<file path="src/rtl/pp_pkg.sv">
// ----------------------------------------------------------------------------
// pp_pkg
// Shared sizes, codes and controller/datapath handshake structs for the
// page pool with reference counts.
// ----------------------------------------------------------------------------
`default_nettype none

package pp_pkg;

    // Pool geometry
    localparam int PAGES      = 65536;
    localparam int COUNT_BITS = 8;
    localparam int ADDR_W     = $clog2(PAGES);
    localparam int FILL_W     = $clog2(PAGES + 1);

    // Field widths on the channels
    localparam int OP_W       = 3;
    localparam int PAGE_W     = 16;
    localparam int STATUS_W   = 2;
    localparam int COUNT_OUT_W = 8;
    localparam int LIMIT_W    = 17;
    localparam int CFG_DATA_W = 17;
    localparam int CFG_IDX_W  = 1;

    // Request operations
    localparam logic [OP_W-1:0] OP_ALLOC = 3'd0;
    localparam logic [OP_W-1:0] OP_FREE  = 3'd1;
    localparam logic [OP_W-1:0] OP_INC   = 3'd2;
    localparam logic [OP_W-1:0] OP_DEC   = 3'd3;
    localparam logic [OP_W-1:0] OP_READ  = 3'd4;

    // Result status codes
    localparam logic [STATUS_W-1:0] STAT_OK    = 2'd0;
    localparam logic [STATUS_W-1:0] STAT_EMPTY = 2'd1;
    localparam logic [STATUS_W-1:0] STAT_RANGE = 2'd2;
    localparam logic [STATUS_W-1:0] STAT_LIMIT = 2'd3;

    // Configuration register indexes
    localparam logic [CFG_IDX_W-1:0] CFG_FIRST_PAGE = 1'd0;
    localparam logic [CFG_IDX_W-1:0] CFG_PAGE_LIMIT = 1'd1;

    // Controller -> datapath commands
    typedef struct packed {
        logic clear_step;   // zero one count entry during the post-reset sweep
        logic accept;       // capture request and launch memory reads
        logic commit;       // write back state and load the result register
    } pp_cmd_t;

    // Datapath -> controller status
    typedef struct packed {
        logic clear_last;   // sweep is at the last count entry
        logic out_free;     // result register can take a new result this cycle
    } pp_sts_t;

endpackage

`default_nettype wire

</file>
<file path="src/rtl/pp_ctrl.sv">
// ----------------------------------------------------------------------------
// pp_ctrl
// Sequencer: post-reset count clearing sweep, request capture, and commit
// once the result register has room.
// ----------------------------------------------------------------------------
`default_nettype none

module pp_ctrl import pp_pkg::*; (
    input  wire logic    clk,
    input  wire logic    rst_n,
    input  wire logic    req_valid,
    output logic         req_ready,
    input  wire pp_sts_t sts,
    output pp_cmd_t      cmd
);

    localparam logic [1:0] S_CLEAR = 2'd0;
    localparam logic [1:0] S_IDLE  = 2'd1;
    localparam logic [1:0] S_EXEC  = 2'd2;

    logic [1:0] state_reg;
    logic [1:0] state_next;

    // Next state and commands
    always_comb
    begin
        state_next     = state_reg;
        req_ready      = 1'b0;
        cmd.clear_step = 1'b0;
        cmd.accept     = 1'b0;
        cmd.commit     = 1'b0;
        unique case (state_reg)
            S_CLEAR:
            begin
                cmd.clear_step = 1'b1;
                if (sts.clear_last)
                begin
                    state_next = S_IDLE;
                end
            end
            S_IDLE:
            begin
                req_ready  = 1'b1;
                cmd.accept = req_valid;
                if (req_valid)
                begin
                    state_next = S_EXEC;
                end
            end
            S_EXEC:
            begin
                cmd.commit = sts.out_free;
                if (sts.out_free)
                begin
                    state_next = S_IDLE;
                end
            end
            default:
            begin
                state_next = S_CLEAR;
            end
        endcase
    end

    // State register
    always_ff @(posedge clk or negedge rst_n)
    begin
        if (!rst_n)
        begin
            state_reg <= S_CLEAR;
        end
        else
        begin
            state_reg <= state_next;
        end
    end

endmodule

`default_nettype wire

</file>
<file path="config.mk">
export PLATFORM = sky130hd
export DESIGN_NAME = pp_ctrl
export DESIGN_NICKNAME = d
export VERILOG_FILES = /design/src/rtl/pp_pkg.sv /design/src/rtl/pp_ctrl.sv
export SDC_FILE = /design/constraint.sdc
export NUM_CORES = 1
export LEC_CHECK = 0
export BUFFER_PORTS_ARGS = -buffer_cell sky130_fd_sc_hd__buf_2
export CORE_AREA = 2 2 39 41
export CTS_CLUSTER_DIAMETER = 30
export DETAILED_ROUTE_END_ITERATION = 16
export DIE_AREA = 0 0 41 43
export HOLD_SLACK_MARGIN = 0.05
export SLEW_MARGIN = 40
export SYNTH_ARGS = -nofsm -noshare
export SYNTH_HDL_FRONTEND = slang
export SYNTH_SLANG_ARGS = --single-unit
</file>
<file path="constraint.sdc">
create_clock -name clk -period 1.1 [get_ports clk]
set_input_delay 0.22 -clock clk [delete_from_list [all_inputs] [get_ports clk]]
set_output_delay 0.22 -clock clk [all_outputs]
set_load 0.05 [all_outputs]
</file>
# Word-level counts from Yosys, hierarchy flattened
# Cells that the tools add are included.
dict set report op_classes {
  n_eq_ne 5
  muxes 8
  reduce_logical 2
}
# operator count
set ops {}
lappend ops {{2-to-1 mux 2 bit} 3}
lappend ops {{inequality test 2 bit, second input constant} 3}
lappend ops {{one-hot mux 2 bit (3 select lines)} 1}
lappend ops {{2-to-1 mux 1 bit} 4}
lappend ops {{AND reduction 3 bit} 1}
lappend ops {{equality test 2 x 1 -> 1 bit, second input constant} 1}
lappend ops {{equality test 2 bit, second input constant} 1}
lappend ops {{logical NOT 2 bit} 1}
dict set report totals {
  regBits 2
  inputBits 5
  word_cells 16
}

# Logic depth before layout (Yosys ltp)
# Gate-level depths: netlist of run 1.
dict set report depth {
  ltp_word 3
  depth_mapped 2
  depth_no_buf 2
}

# Worst setup path before layout of run 1
# OpenSTA, ideal clock, no wires.
dict set report synth_path {
  kind {reg2out}
  start {register state_reg[1]}
  end {output cmd[0] in the netlist's numbering}
  arrival_ns 1.093
  required_time_ns 0.880
  setup_slack_ns -0.213
  stages_incl_launch_ff 3
  path_cell_list {dfrtp_1 nand2_1 nor2_1}
}
# item line
set synth_lines {}
lappend synth_lines {{from (decl)} pp_ctrl.sv:21} ;# logic [1:0] state_reg;
lappend synth_lines {{from (signal assigned)} pp_ctrl.sv:74} ;# state_reg <= state_next;
lappend synth_lines {{to (decl)} pp_ctrl.sv:14} ;# output pp_cmd_t cmd

==> metrics.md, run 1 <==
| Metric | Value |
|---|---|
| IO Port Bufs | 8 |
| Mapped cell area | 115 um^2 |
| Layout cells sized above 1 | 75.0% |
| CP arrival | 1.05 ns |
| Vias/cell | 3.30 |
| Worst skew pair latency | 0.23 ns |
| Hold crit path type | input port to flop |
| Final hold vios | 0 |
| IR drop worst, VDD | 0.000599 V |
| Fillers | 160 |
| WP data required | 0.88 ns |
| Routed len/inst | 8.27 um |
| CTS H-tree depth | 1 |
| CTS tree | built |
| Die outline area | 1760 um^2 |
| #FFs+latches synth | 2 |
| Violated checks | negative setup slack |
| ANT nets after route | 0 |
| Largest register FFs | 2 |
| Maximum fanout along the worst path | 5 |
| Final min period | 1.27 ns |
| Largest net degree at the start of global routing | 7 |
| Die Y | 43 um |
| Ant diodes | 0 |
| Clock Sinks | 2 |
| Initial Util | 8.32% |
| Core area | 1380 um^2 |
| Drt total wl | 364 um |
| Vias in the first global route | 152 |
| RSZ-0062 raised after global routing | yes |
| Row count | 14 |
| Syn avg cell area | 9.59 um^2 |
| Syn Nets | 17 |
| First-pass iteration count of the detailed router | 2 |
| RePlAce Congestion | 0.582 |
| Clock Skews | 0.00438 ns |
| Synth warn | 0 |
| Worst-margin pin slew | 0.174 ns |
| Iteration-0 DRC Markers | 1 |
| Remaining DRCs | 0 |
| Post-synth cell types | 10 |
| Worst-case clock buffer depth | 2 |
| Clock buffer count from CTS | 3 |
| Die width | 41 um |
| Max-slew violations | 0 |
| Setup slack after layout | -0.172 ns |
| Rel. slew slack | 88.1% |
| Final setup fails | 4 |
| Setup CP Type | flop to output pin |
| Area Overhead vs Synth | 147% |
| CP endpoint kind | output pin |
| CTS clk-pin slew, worst paths | 0.03 ns |
| F_max | 786 MHz |
| # IOs | 9 |
| Final Non-Filler Cells | 44 |
| Root buffer cell | clkbuf_4 |
| Fin crit share | 116% |
| Placed Instances | 38 |
| Final instance area | 284 um^2 |
| Max-Cap Viols | 0 |
| First-pass GRT wire length | 558 um |
| Post-Synthesis Cells | 12 |
| Total GRT Usage | 6.11% |
| Crit start category | flop |
| Grt ovf | 0 |
| Post-synthesis sequential area ratio | 43.5% |
| Power Dens Cells | 3510 nW/um^2 |
| Placed instance area | 196 um^2 |
| Fin nets | 35 |
| Initial antenna violation count | 0 |
| DR vias | 145 |
| Status | finished, violations left |
| LEAKAGE | 0.138 nW |
per-layer routing:
metal  wire length (um)  track usage, %  up-vias
met3                 45            2.62        4
met1                115            5.11       58
li1                   -               -       73
met4                 34            14.0        0
met2                168            5.94       10
met5                  0               0        -
cell usage after synthesis:
cell type | n | share of area, %
dfrtp_1 | 2 | 43
nor2_1 | 2 | 6.5
and2b_2 | 1 | 7.6
and3b_1 | 1 | 7.6
inv_1 | 1 | 3.3
mux2i_1 | 1 | 8.7
nand2_1 | 1 | 3.3
nor3b_1 | 1 | 6.5
o2bb2ai_1 | 1 | 7.6
or2_1 | 1 | 5.4
critical path, cell delays in order (launching register included):
cell     delay, ns
dfrtp_1       0.40
and3b_2       0.27
buf_6         0.16
power by group:
group          total, W  internal, W  switching [W]  leakage [nW]
Combinational  0.000667     0.000320       0.000347        0.0999
Sequential     0.000165     0.000112      0.0000524        0.0241
Clock          0.000167     0.000121      0.0000460        0.0138
Total          0.000998     0.000553       0.000445         0.138
repair_timing:
action / in CTS / in global routing
gates resized for setup: 9 / 3
pin swaps: 1 / 2
endpoints found under the setup margin: 4 / 4
endpoints found under the hold margin: 2 / 0
setup buffers: 1 / 1
hold buffers: 1 / 0
cell families (layout without fill, tap and decap cells):
kind of cell,count (synthesis),count (layout),share of synthesized area (%)
multiplexers,1,1,8.70
buffers and inverters,1,17,3.26
AND/OR/NAND/NOR,7,7,37.0
AO/OA/AOI/OAI,1,1,7.61
flip-flops,2,2,43.5
through the flow:
step                      worst slack (ns)  util (%)  hold slack (ns)  setup TNS, ns  total power, W
after floorplan                    -0.0144         -          -0.0756        -0.0144        0.000492
after global placement             -0.0345      14.2          0.00531        -0.0345        0.000626
after detailed placement           -0.0278      14.2          0.00774        -0.0348        0.000628
after CTS                           -0.185      19.0            0.242         -0.588        0.000932
after global routing                -0.209      20.5            0.273         -0.751         0.00106
final                               -0.172      20.5            0.251         -0.557        0.000998
layout by cell type (no fill, tap or decap), types with 2 or more instances in the layout:
cell type,n
buf_2,4
buf_6,6
buf_4,2
nor2_2,2
clkbuf_4,3
path summary, 6_finish.rpt:
check                      slack [ns]                startpoint  depth (start not counted)                       end
max                             -0.17  state_reg[1]$_DFFE_PN0P_                          2                    cmd[1]
min                              0.25                 req_valid                          3  state_reg[0]$_DFFE_PN0P_
min in group asynchronous        0.30                     rst_n                          2  state_reg[0]$_DFFE_PN0P_
max in group asynchronous        0.69                     rst_n                          2  state_reg[0]$_DFFE_PN0P_
min reg2reg                      0.61  state_reg[0]$_DFFE_PN0P_                          2  state_reg[0]$_DFFE_PN0P_
max reg2reg                      0.01  state_reg[0]$_DFFE_PN0P_                          4  state_reg[0]$_DFFE_PN0P_
area by class of cell:
cell class	count	area, um^2	share of cell area, %
clock buffers	3	22.5	7.93
well taps	16	20.0	7.05
multi-input cells	9	73.8	26.0
inverters	1	3.75	1.32
repair buffers	13	113	39.6
flip-flops and latches	2	51.3	18.1
(Power assumes the default switching activity.)
==> inputs of run 2 (changes only) <==
--- a/config.mk
+++ b/config.mk
@@ -11,6 +11,7 @@
 export DETAILED_ROUTE_END_ITERATION = 16
 export DIE_AREA = 0 0 41 43
 export HOLD_SLACK_MARGIN = 0.05
+export RECOVER_POWER = 100
 export SLEW_MARGIN = 40
 export SYNTH_ARGS = -nofsm -noshare
 export SYNTH_HDL_FRONTEND = slang
==> constraint.sdc (replaced) <==
create_clock -name clk -period 1.1 [get_ports clk]
set_input_delay 0.055 -clock clk [delete_from_list [all_inputs] [get_ports clk]]
set_output_delay 0.055 -clock clk [all_outputs]
set_load 0.05 [all_outputs]
==> run 2 against run 1 <==
The run still ends with negative setup slack left. Via count is 6.9% lower. First-iteration DRC count is 100% higher. Register-to-register slack better by 0.12 ns. Core utilization is 2.4 points lower. Hold slack worse by 0.15 ns. Die area stayed put. Global-route usage is 0.088 points lower. Total power is 11% lower. Sequential cell count stayed put. Combinational power is 15% lower.
==> metrics.md, run 2 (synthesized netlist as in run 1, its figures left out) <==
| Metric | Value |
|---|---|
| First-pass iteration count of the detailed router | 2 (unchanged) |
| CTS H-tree depth | 1 (unchanged) |
| Violated checks | negative setup slack |
| CP arrival | 1.07 ns (+0.02 ns) |
| Most frequent cells in the layout | clkbuf_4 (3), buf_2 (3), buf_6 (3) |
| Area Overhead vs Synth | 117% |
| Setup CP Type | flop to output pin |
| Fin crit share | 103% (-13 points) |
| Slowest stage delay, CP | 0.43 ns (+0.03 ns) |
| Slowest cell on crit path | dfrtp_2 |
| Remaining DRCs | 0 (unchanged) |
| Hold crit path type | input port to flop |
| Die Y | 43 um (unchanged) |
| Worst skew pair latency | 0.23 ns (about the same) |
| Clock Sinks | 2 (unchanged) |
| Routed len/inst | 8.37 um (+1.1%) |
| LEAKAGE | 0.117 nW (-15%) |
| RSZ-0062 raised after global routing | yes |
| Core area | 1380 um^2 (unchanged) |
| Row count | 14 (unchanged) |
| Worst-case clock buffer depth | 2 (unchanged) |
| Total GRT Usage | 6.02% (-0.088 points) |
| Largest delay share family, worst path | flip-flops |
| WHS | 0.0991 ns (-0.152 ns) |
| Power Dens Cells | 3570 nW/um^2 (+1.6%) |
| CTS tree | built |
| # IOs | 9 (unchanged) |
| Initial antenna violation count | 0 (unchanged) |
| IR drop worst, VDD | 0.000951 V (+59%) |
| First-pass GRT wire length | 614 um (+10%) |
| RePlAce Congestion | 0.556 (-4.5%) |
| Setup slack after layout | -0.0297 ns (+0.143 ns) |
| Worst-margin pin slew | 0.115 ns (-0.0592 ns) |
| CP endpoint kind | output pin |
| Largest net degree at the start of global routing | 7 (unchanged) |
| Initial Util | 8.32% (unchanged) |
| Die width | 41 um (unchanged) |
| Final hold vios | 0 (unchanged) |
| Ant diodes | 0 (unchanged) |
| Fillers | 160 (unchanged) |
| Clock Skews | 0.000229 ns (-0.00415 ns) |
| Max-Cap Viols | 0 (unchanged) |
| IO Port Bufs | 8 (unchanged) |
| Grt ovf | 0 (unchanged) |
| Fin util | 18.1% (-2.4 points) |
| Layout cells sized above 1 | 64.0% (-11 points) |
| Vias/cell | 3.29 (about the same) |
| Hpwl dp | 262 um |
| Iteration-0 DRC Markers | 2 (+1) |
| Final Non-Filler Cells | 41 (-6.8%) |
| Number of buffers and inverters on the critical path | 1 (unchanged) |
| Clock buffer count from CTS | 3 (unchanged) |
| Final min period | 1.13 ns (-0.143 ns) |
| Crit start category | flop |
| Maximum fanout along the worst path | 6 (+1) |
| Post-CTS Setup Bufs | 0 (-1) |
| F_max | 885 MHz (+13%) |
| Largest register FFs | 2 (unchanged) |
| Die outline area | 1760 um^2 (unchanged) |
| Fin nets | 32 (-8.6%) |
| WP data required | 1.04 ns (+0.16 ns) |
| Placed Instances | 37 (-2.6%) |
| Rel. slew slack | 92.1% (+4.1 points) |
| Max-slew violations | 0 (unchanged) |
| Reg-to-reg slack, setup | 0.13 ns (+0.12 ns) |
| DR vias | 135 (-6.9%) |
| Final setup fails | 4 (unchanged) |
| CTS clk-pin slew, worst paths | 0.03 ns (about the same) |
| Cell breakdown of the critical path | and3b_2 > buf_6 |
| Drt total wl | 343 um (-5.8%) |
| ANT nets after route | 0 (unchanged) |
| Status | finished, violations left |
| Vias in the first global route | 171 (+13%) |
| Root buffer cell | clkbuf_4 |
-- run 2: cell count changes in the layout (fill, tap and decap cells not counted), sizes merged --
cell	change
buf	-4
clkbuf	+1
-- run 2: timing repair --
item / 4_1_cts / 5_1_grt
gates cloned: 0 / 0
hold buffers: 1 / 0
gates resized for setup: 9 / 1
endpoints found under the hold margin: 2 / 0
endpoints found under the setup margin: 4 / 4
-- run 2: layout make-up --
cell class | instances | area, um^2 | area share [%]
Tap cell | 16 | 20.0 | 8.00
Clock buffer | 3 | 22.5 | 9.00
Timing Repair Buffer | 10 | 85.1 | 34.0
Multi-Input combinational cell | 9 | 67.6 | 27.0
Sequential cell | 2 | 51.3 | 20.5
Inverter | 1 | 3.75 | 1.50
-- run 2: path summary, 6_finish.rpt --
| path | start | to | cells after the start |
|---|---|---|---|
| worst max-delay path | state_reg[1]$_DFFE_PN0P_ | cmd[1] | 2 |
| worst min-delay path | req_valid | state_reg[0]$_DFFE_PN0P_ | 3 |
| max in group asynchronous | rst_n | state_reg[1]$_DFFE_PN0P_ | 2 |
| min in group asynchronous | rst_n | state_reg[0]$_DFFE_PN0P_ | 2 |
| worst min register to register | state_reg[0]$_DFFE_PN0P_ | state_reg[0]$_DFFE_PN0P_ | 1 |
| worst max register to register | state_reg[1]$_DFFE_PN0P_ | state_reg[1]$_DFFE_PN0P_ | 2 |
-- run 2: metal layers --
| metal | wire (um) | vias to the layer above | track usage (%) |
|---|---|---|---|
| met3 | 35 | 2 | 1.57 |
| met5 | 0 | - | 0 |
| met2 | 138 | 9 | 7.19 |
| met1 | 150 | 57 | 6.11 |
| li1 | - | 67 | - |
| met4 | 19 | 0 | 10.0 |
-- run 2: worst reg2reg max path: stages, from the launching register on --
cell and delay, ns:
dfrtp_2 0.40, and3b_2 0.23, or2_1 0.22
-- run 2: per-stage QoR --
stage | setup TNS, ns | setup WS [ns] | power, W | area [um^2]
floorplan | -0.0141 | -0.0141 | 0.000493 | 121
global placement | 0 | 0.119 | 0.000608 | 189
detailed placement | 0 | 0.0808 | 0.000614 | 189
CTS | -0.137 | -0.0507 | 0.000893 | 248
global route | -0.267 | -0.0777 | 0.000952 | 250
finish | -0.0672 | -0.0297 | 0.000893 | 250
-- run 2: power breakdown --
group	switching (W)	internal, W
Combinational	0.000329	0.000237
Sequential	0.0000460	0.000112
Clock	0.0000488	0.000121
Total	0.000423	0.000470
==> inputs of run 3 (changes only) <==
--- a/config.mk
+++ b/config.mk
@@ -12,6 +12,7 @@
 export DIE_AREA = 0 0 41 43
 export HOLD_SLACK_MARGIN = 0.05
 export RECOVER_POWER = 100
+export REMOVE_ABC_BUFFERS = 1
 export SLEW_MARGIN = 40
 export SYNTH_ARGS = -nofsm -noshare
 export SYNTH_HDL_FRONTEND = slang
==> run 3 against run 2 <==
The flow still finishes with violations (negative setup slack). Register-to-register slack worse by 0.04 ns. Sequential share of layout area up 0.33 points. Combinational power down 7.4%. Core utilization down 0.72 points. Routed wire length down 1.5%. Global-route usage down 0.11 points. Non-clock buffer count unchanged. Critical path depth unchanged. Total power down 5.6%. Sequential power about the same. Cell count unchanged. Fmax up 2.0%. Critical path type unchanged.
==> metrics.md, run 3 (synthesized netlist as in run 1, its figures left out) <==
| Metric | Value |
|---|---|
| Status | finished, violations left |
| Violated checks | negative setup slack |
| Final setup fails | 1 (-3) |
| Critical R2R Capture | state_reg[1]$_DFFE_PN0P_ |
| Die outline area | 1760 um^2 (unchanged) |
| Clock Skews | 0.000808 ns (+0.000578 ns) |
| CP endpoint kind | output pin |
| NetSw | 0.000397 W (-6.2%) |
| First-pass iteration count of the detailed router | 1 (-1) |
| Setup CP Type | flop to output pin |
| IO Port Bufs | 8 (unchanged) |
| Row count | 14 (unchanged) |
| Largest net degree at the start of global routing | 7 (unchanged) |
| Fin nets | 32 (unchanged) |
| Core area | 1380 um^2 (unchanged) |
| Hold crit path type | input port to flop |
| CTS H-tree depth | 1 (unchanged) |
| RSZ-0062 raised after global routing | yes |
| Sequential share of power | 18.5% (+0.8 points) |
| Max-Cap Viols | 0 (unchanged) |
| Setup slack after layout | -0.00711 ns (+0.0226 ns) |
| Setup TNS Final | -0.00711 ns (+0.0601 ns) |
| CTS clk-pin slew, worst paths | 0.03 ns (about the same) |
| Routed len/inst | 8.24 um (-1.5%) |
| Die Y | 43 um (unchanged) |
| Fin crit share | 101% (-2.1 points) |
| Ant diodes | 0 (unchanged) |
| DR vias | 133 (-1.5%) |
| Clock buffer count from CTS | 3 (unchanged) |
| Remaining DRCs | 0 (unchanged) |
| # IOs | 9 (unchanged) |
| Most frequent cells in the layout | clkbuf_4 (3), buf_2 (3), buf_4 (3) |
| Layout cells sized above 1 | 52.0% (-12 points) |
| RePlAce Congestion | 0.485 (-13%) |
| Clock Sinks | 2 (unchanged) |
| Max-slew violations | 0 (unchanged) |
| Final min period | 1.11 ns (-0.0226 ns) |
| Vias/cell | 3.24 (-1.5%) |
| Grt ovf | 0 (unchanged) |
| Tot Pwr | 0.000843 W (-5.6%) |
| R2r startpoint | state_reg[0]$_DFFE_PN0P_ |
| ANT nets after route | 0 (unchanged) |
| Multi-input logic area | 62.6 um^2 (-7.4%) |
| Drt total wl | 338 um (-1.5%) |
| Initial Util | 8.32% (unchanged) |
| CP arrival | 1.05 ns (-0.02 ns) |
| Hold depth | 3 (unchanged) |
| CTS tree | built |
| Root buffer cell | clkbuf_4 |
| Initial antenna violation count | 0 (unchanged) |
| WP data required | 1.04 ns (about the same) |
| Worst-case clock buffer depth | 2 (unchanged) |
| Pint | 0.000446 W (-5.2%) |
| Register area | 50.0 um^2 (-2.4%) |
| Largest register FFs | 2 (unchanged) |
| Crit start category | flop |
| Final instance area | 240 um^2 (-4.0%) |
| Pre-CTS setup slack | 0.130 ns (+0.0494 ns) |
| Die width | 41 um (unchanged) |
| Clock power frac | 19.4% (+0.4 points) |
| Total GRT Usage | 5.91% (-0.11 points) |
| First-pass GRT wire length | 545 um (-11%) |
| Power Dens Cells | 3510 nW/um^2 (-1.7%) |
| Combinational power share | 62.2% (-1.1 points) |
| Area Overhead vs Synth | 109% |
| Maximum fanout along the worst path | 6 (unchanged) |
| Vias in the first global route | 148 (-13%) |
| Worst-margin pin slew | 0.171 ns (+0.0565 ns) |
| Switching share of power | 47.1% (-0.26 points) |
| Rel. slew slack | 88.6% (-3.5 points) |
| Hold endpoint | state_reg[0]$_DFFE_PN0P_ |
| Fin util | 17.4% (-0.72 points) |
| Iteration-0 DRC Markers | 0 (-2) |
| IR drop worst, VDD | 0.00111 V (+17%) |
| Fillers | 161 (+0.63%) |
| Placed instance area | 175 um^2 (-7.3%) |
| Final hold vios | 0 (unchanged) |
| Reg-to-reg slack, setup | 0.09 ns (-0.04 ns) |
| Worst skew pair latency | 0.22 ns (about the same) |
| Reg2Reg Depth | 2 (unchanged) |
| Worst Hold Launch | req_valid |
| F_max | 903 MHz (+2.0%) |
| LEAKAGE | 0.118 nW (+0.76%) |
[run 3: cell counts in the layout (fill, tap and decap cells not counted)]
Identical to the previous run, type by type.
[run 3: cell type report]
class                      instances  area share [%]
sequential                         2            20.8
clock buffer                       3            9.38
inverter                           1            1.56
tap                               16            8.33
multi-input combinational          9            26.0
timing repair buffer              10            33.9
[run 3: metrics by stage]
step                      cells  hold slack [ns]
after CTS                    41           0.0993
after floorplan              12           -0.241
after global placement       36           -0.157
after global routing         41            0.126
final                        41            0.103
after detailed placement     36           -0.157
[run 3: how the worst max path moves through the flow]
stage	cells after the start	endpoint	startpoint
floorplan	2	state_reg[1]$_DFFE_PN0P_	state_reg[1]$_DFFE_PN0P_
global placement	2	req_ready	state_reg[1]$_DFFE_PN0P_
detailed placement	2	cmd[1]	state_reg[1]$_DFFE_PN0P_
CTS	2	cmd[1]	state_reg[1]$_DFFE_PN0P_
global route	2	cmd[1]	state_reg[1]$_DFFE_PN0P_
finish	2	cmd[1]	state_reg[1]$_DFFE_PN0P_
[run 3: critical path: stages, from the launching register on]
cell and delay, ns:
dfrtp_1 0.41, and3b_2 0.27, buf_8 0.15
[run 3: power by group through the flow]
stage          clock network [W]  registers (W)  logic [W]
2_1_floorplan                  0       0.000147   0.000327
5_1_grt                 0.000179       0.000166   0.000561
4_1_cts                 0.000176       0.000157   0.000482
6_report                0.000163       0.000156   0.000524
3_3_place_gp                   0       0.000161   0.000402
3_5_place_dp                   0       0.000161   0.000401
[run 3: repair_timing]
item / 4_1_cts / 5_1_grt
endpoints found under the setup margin: 3 / 3
hold endpoints to repair: 2 / 0
gates resized for setup: 5 / 5
buffers inserted: 1 / 0
hold buffers: 1 / 0
[run 3: layer usage]
metal,up-vias,GRT usage (%),share of wire [%],wire length [um]
li1,66,-,-,-
met1,56,5.11,41,137
met2,9,5.94,45,152
met3,2,1.57,9.2,31
met4,0,14.0,5.0,17
met5,-,0,0,0
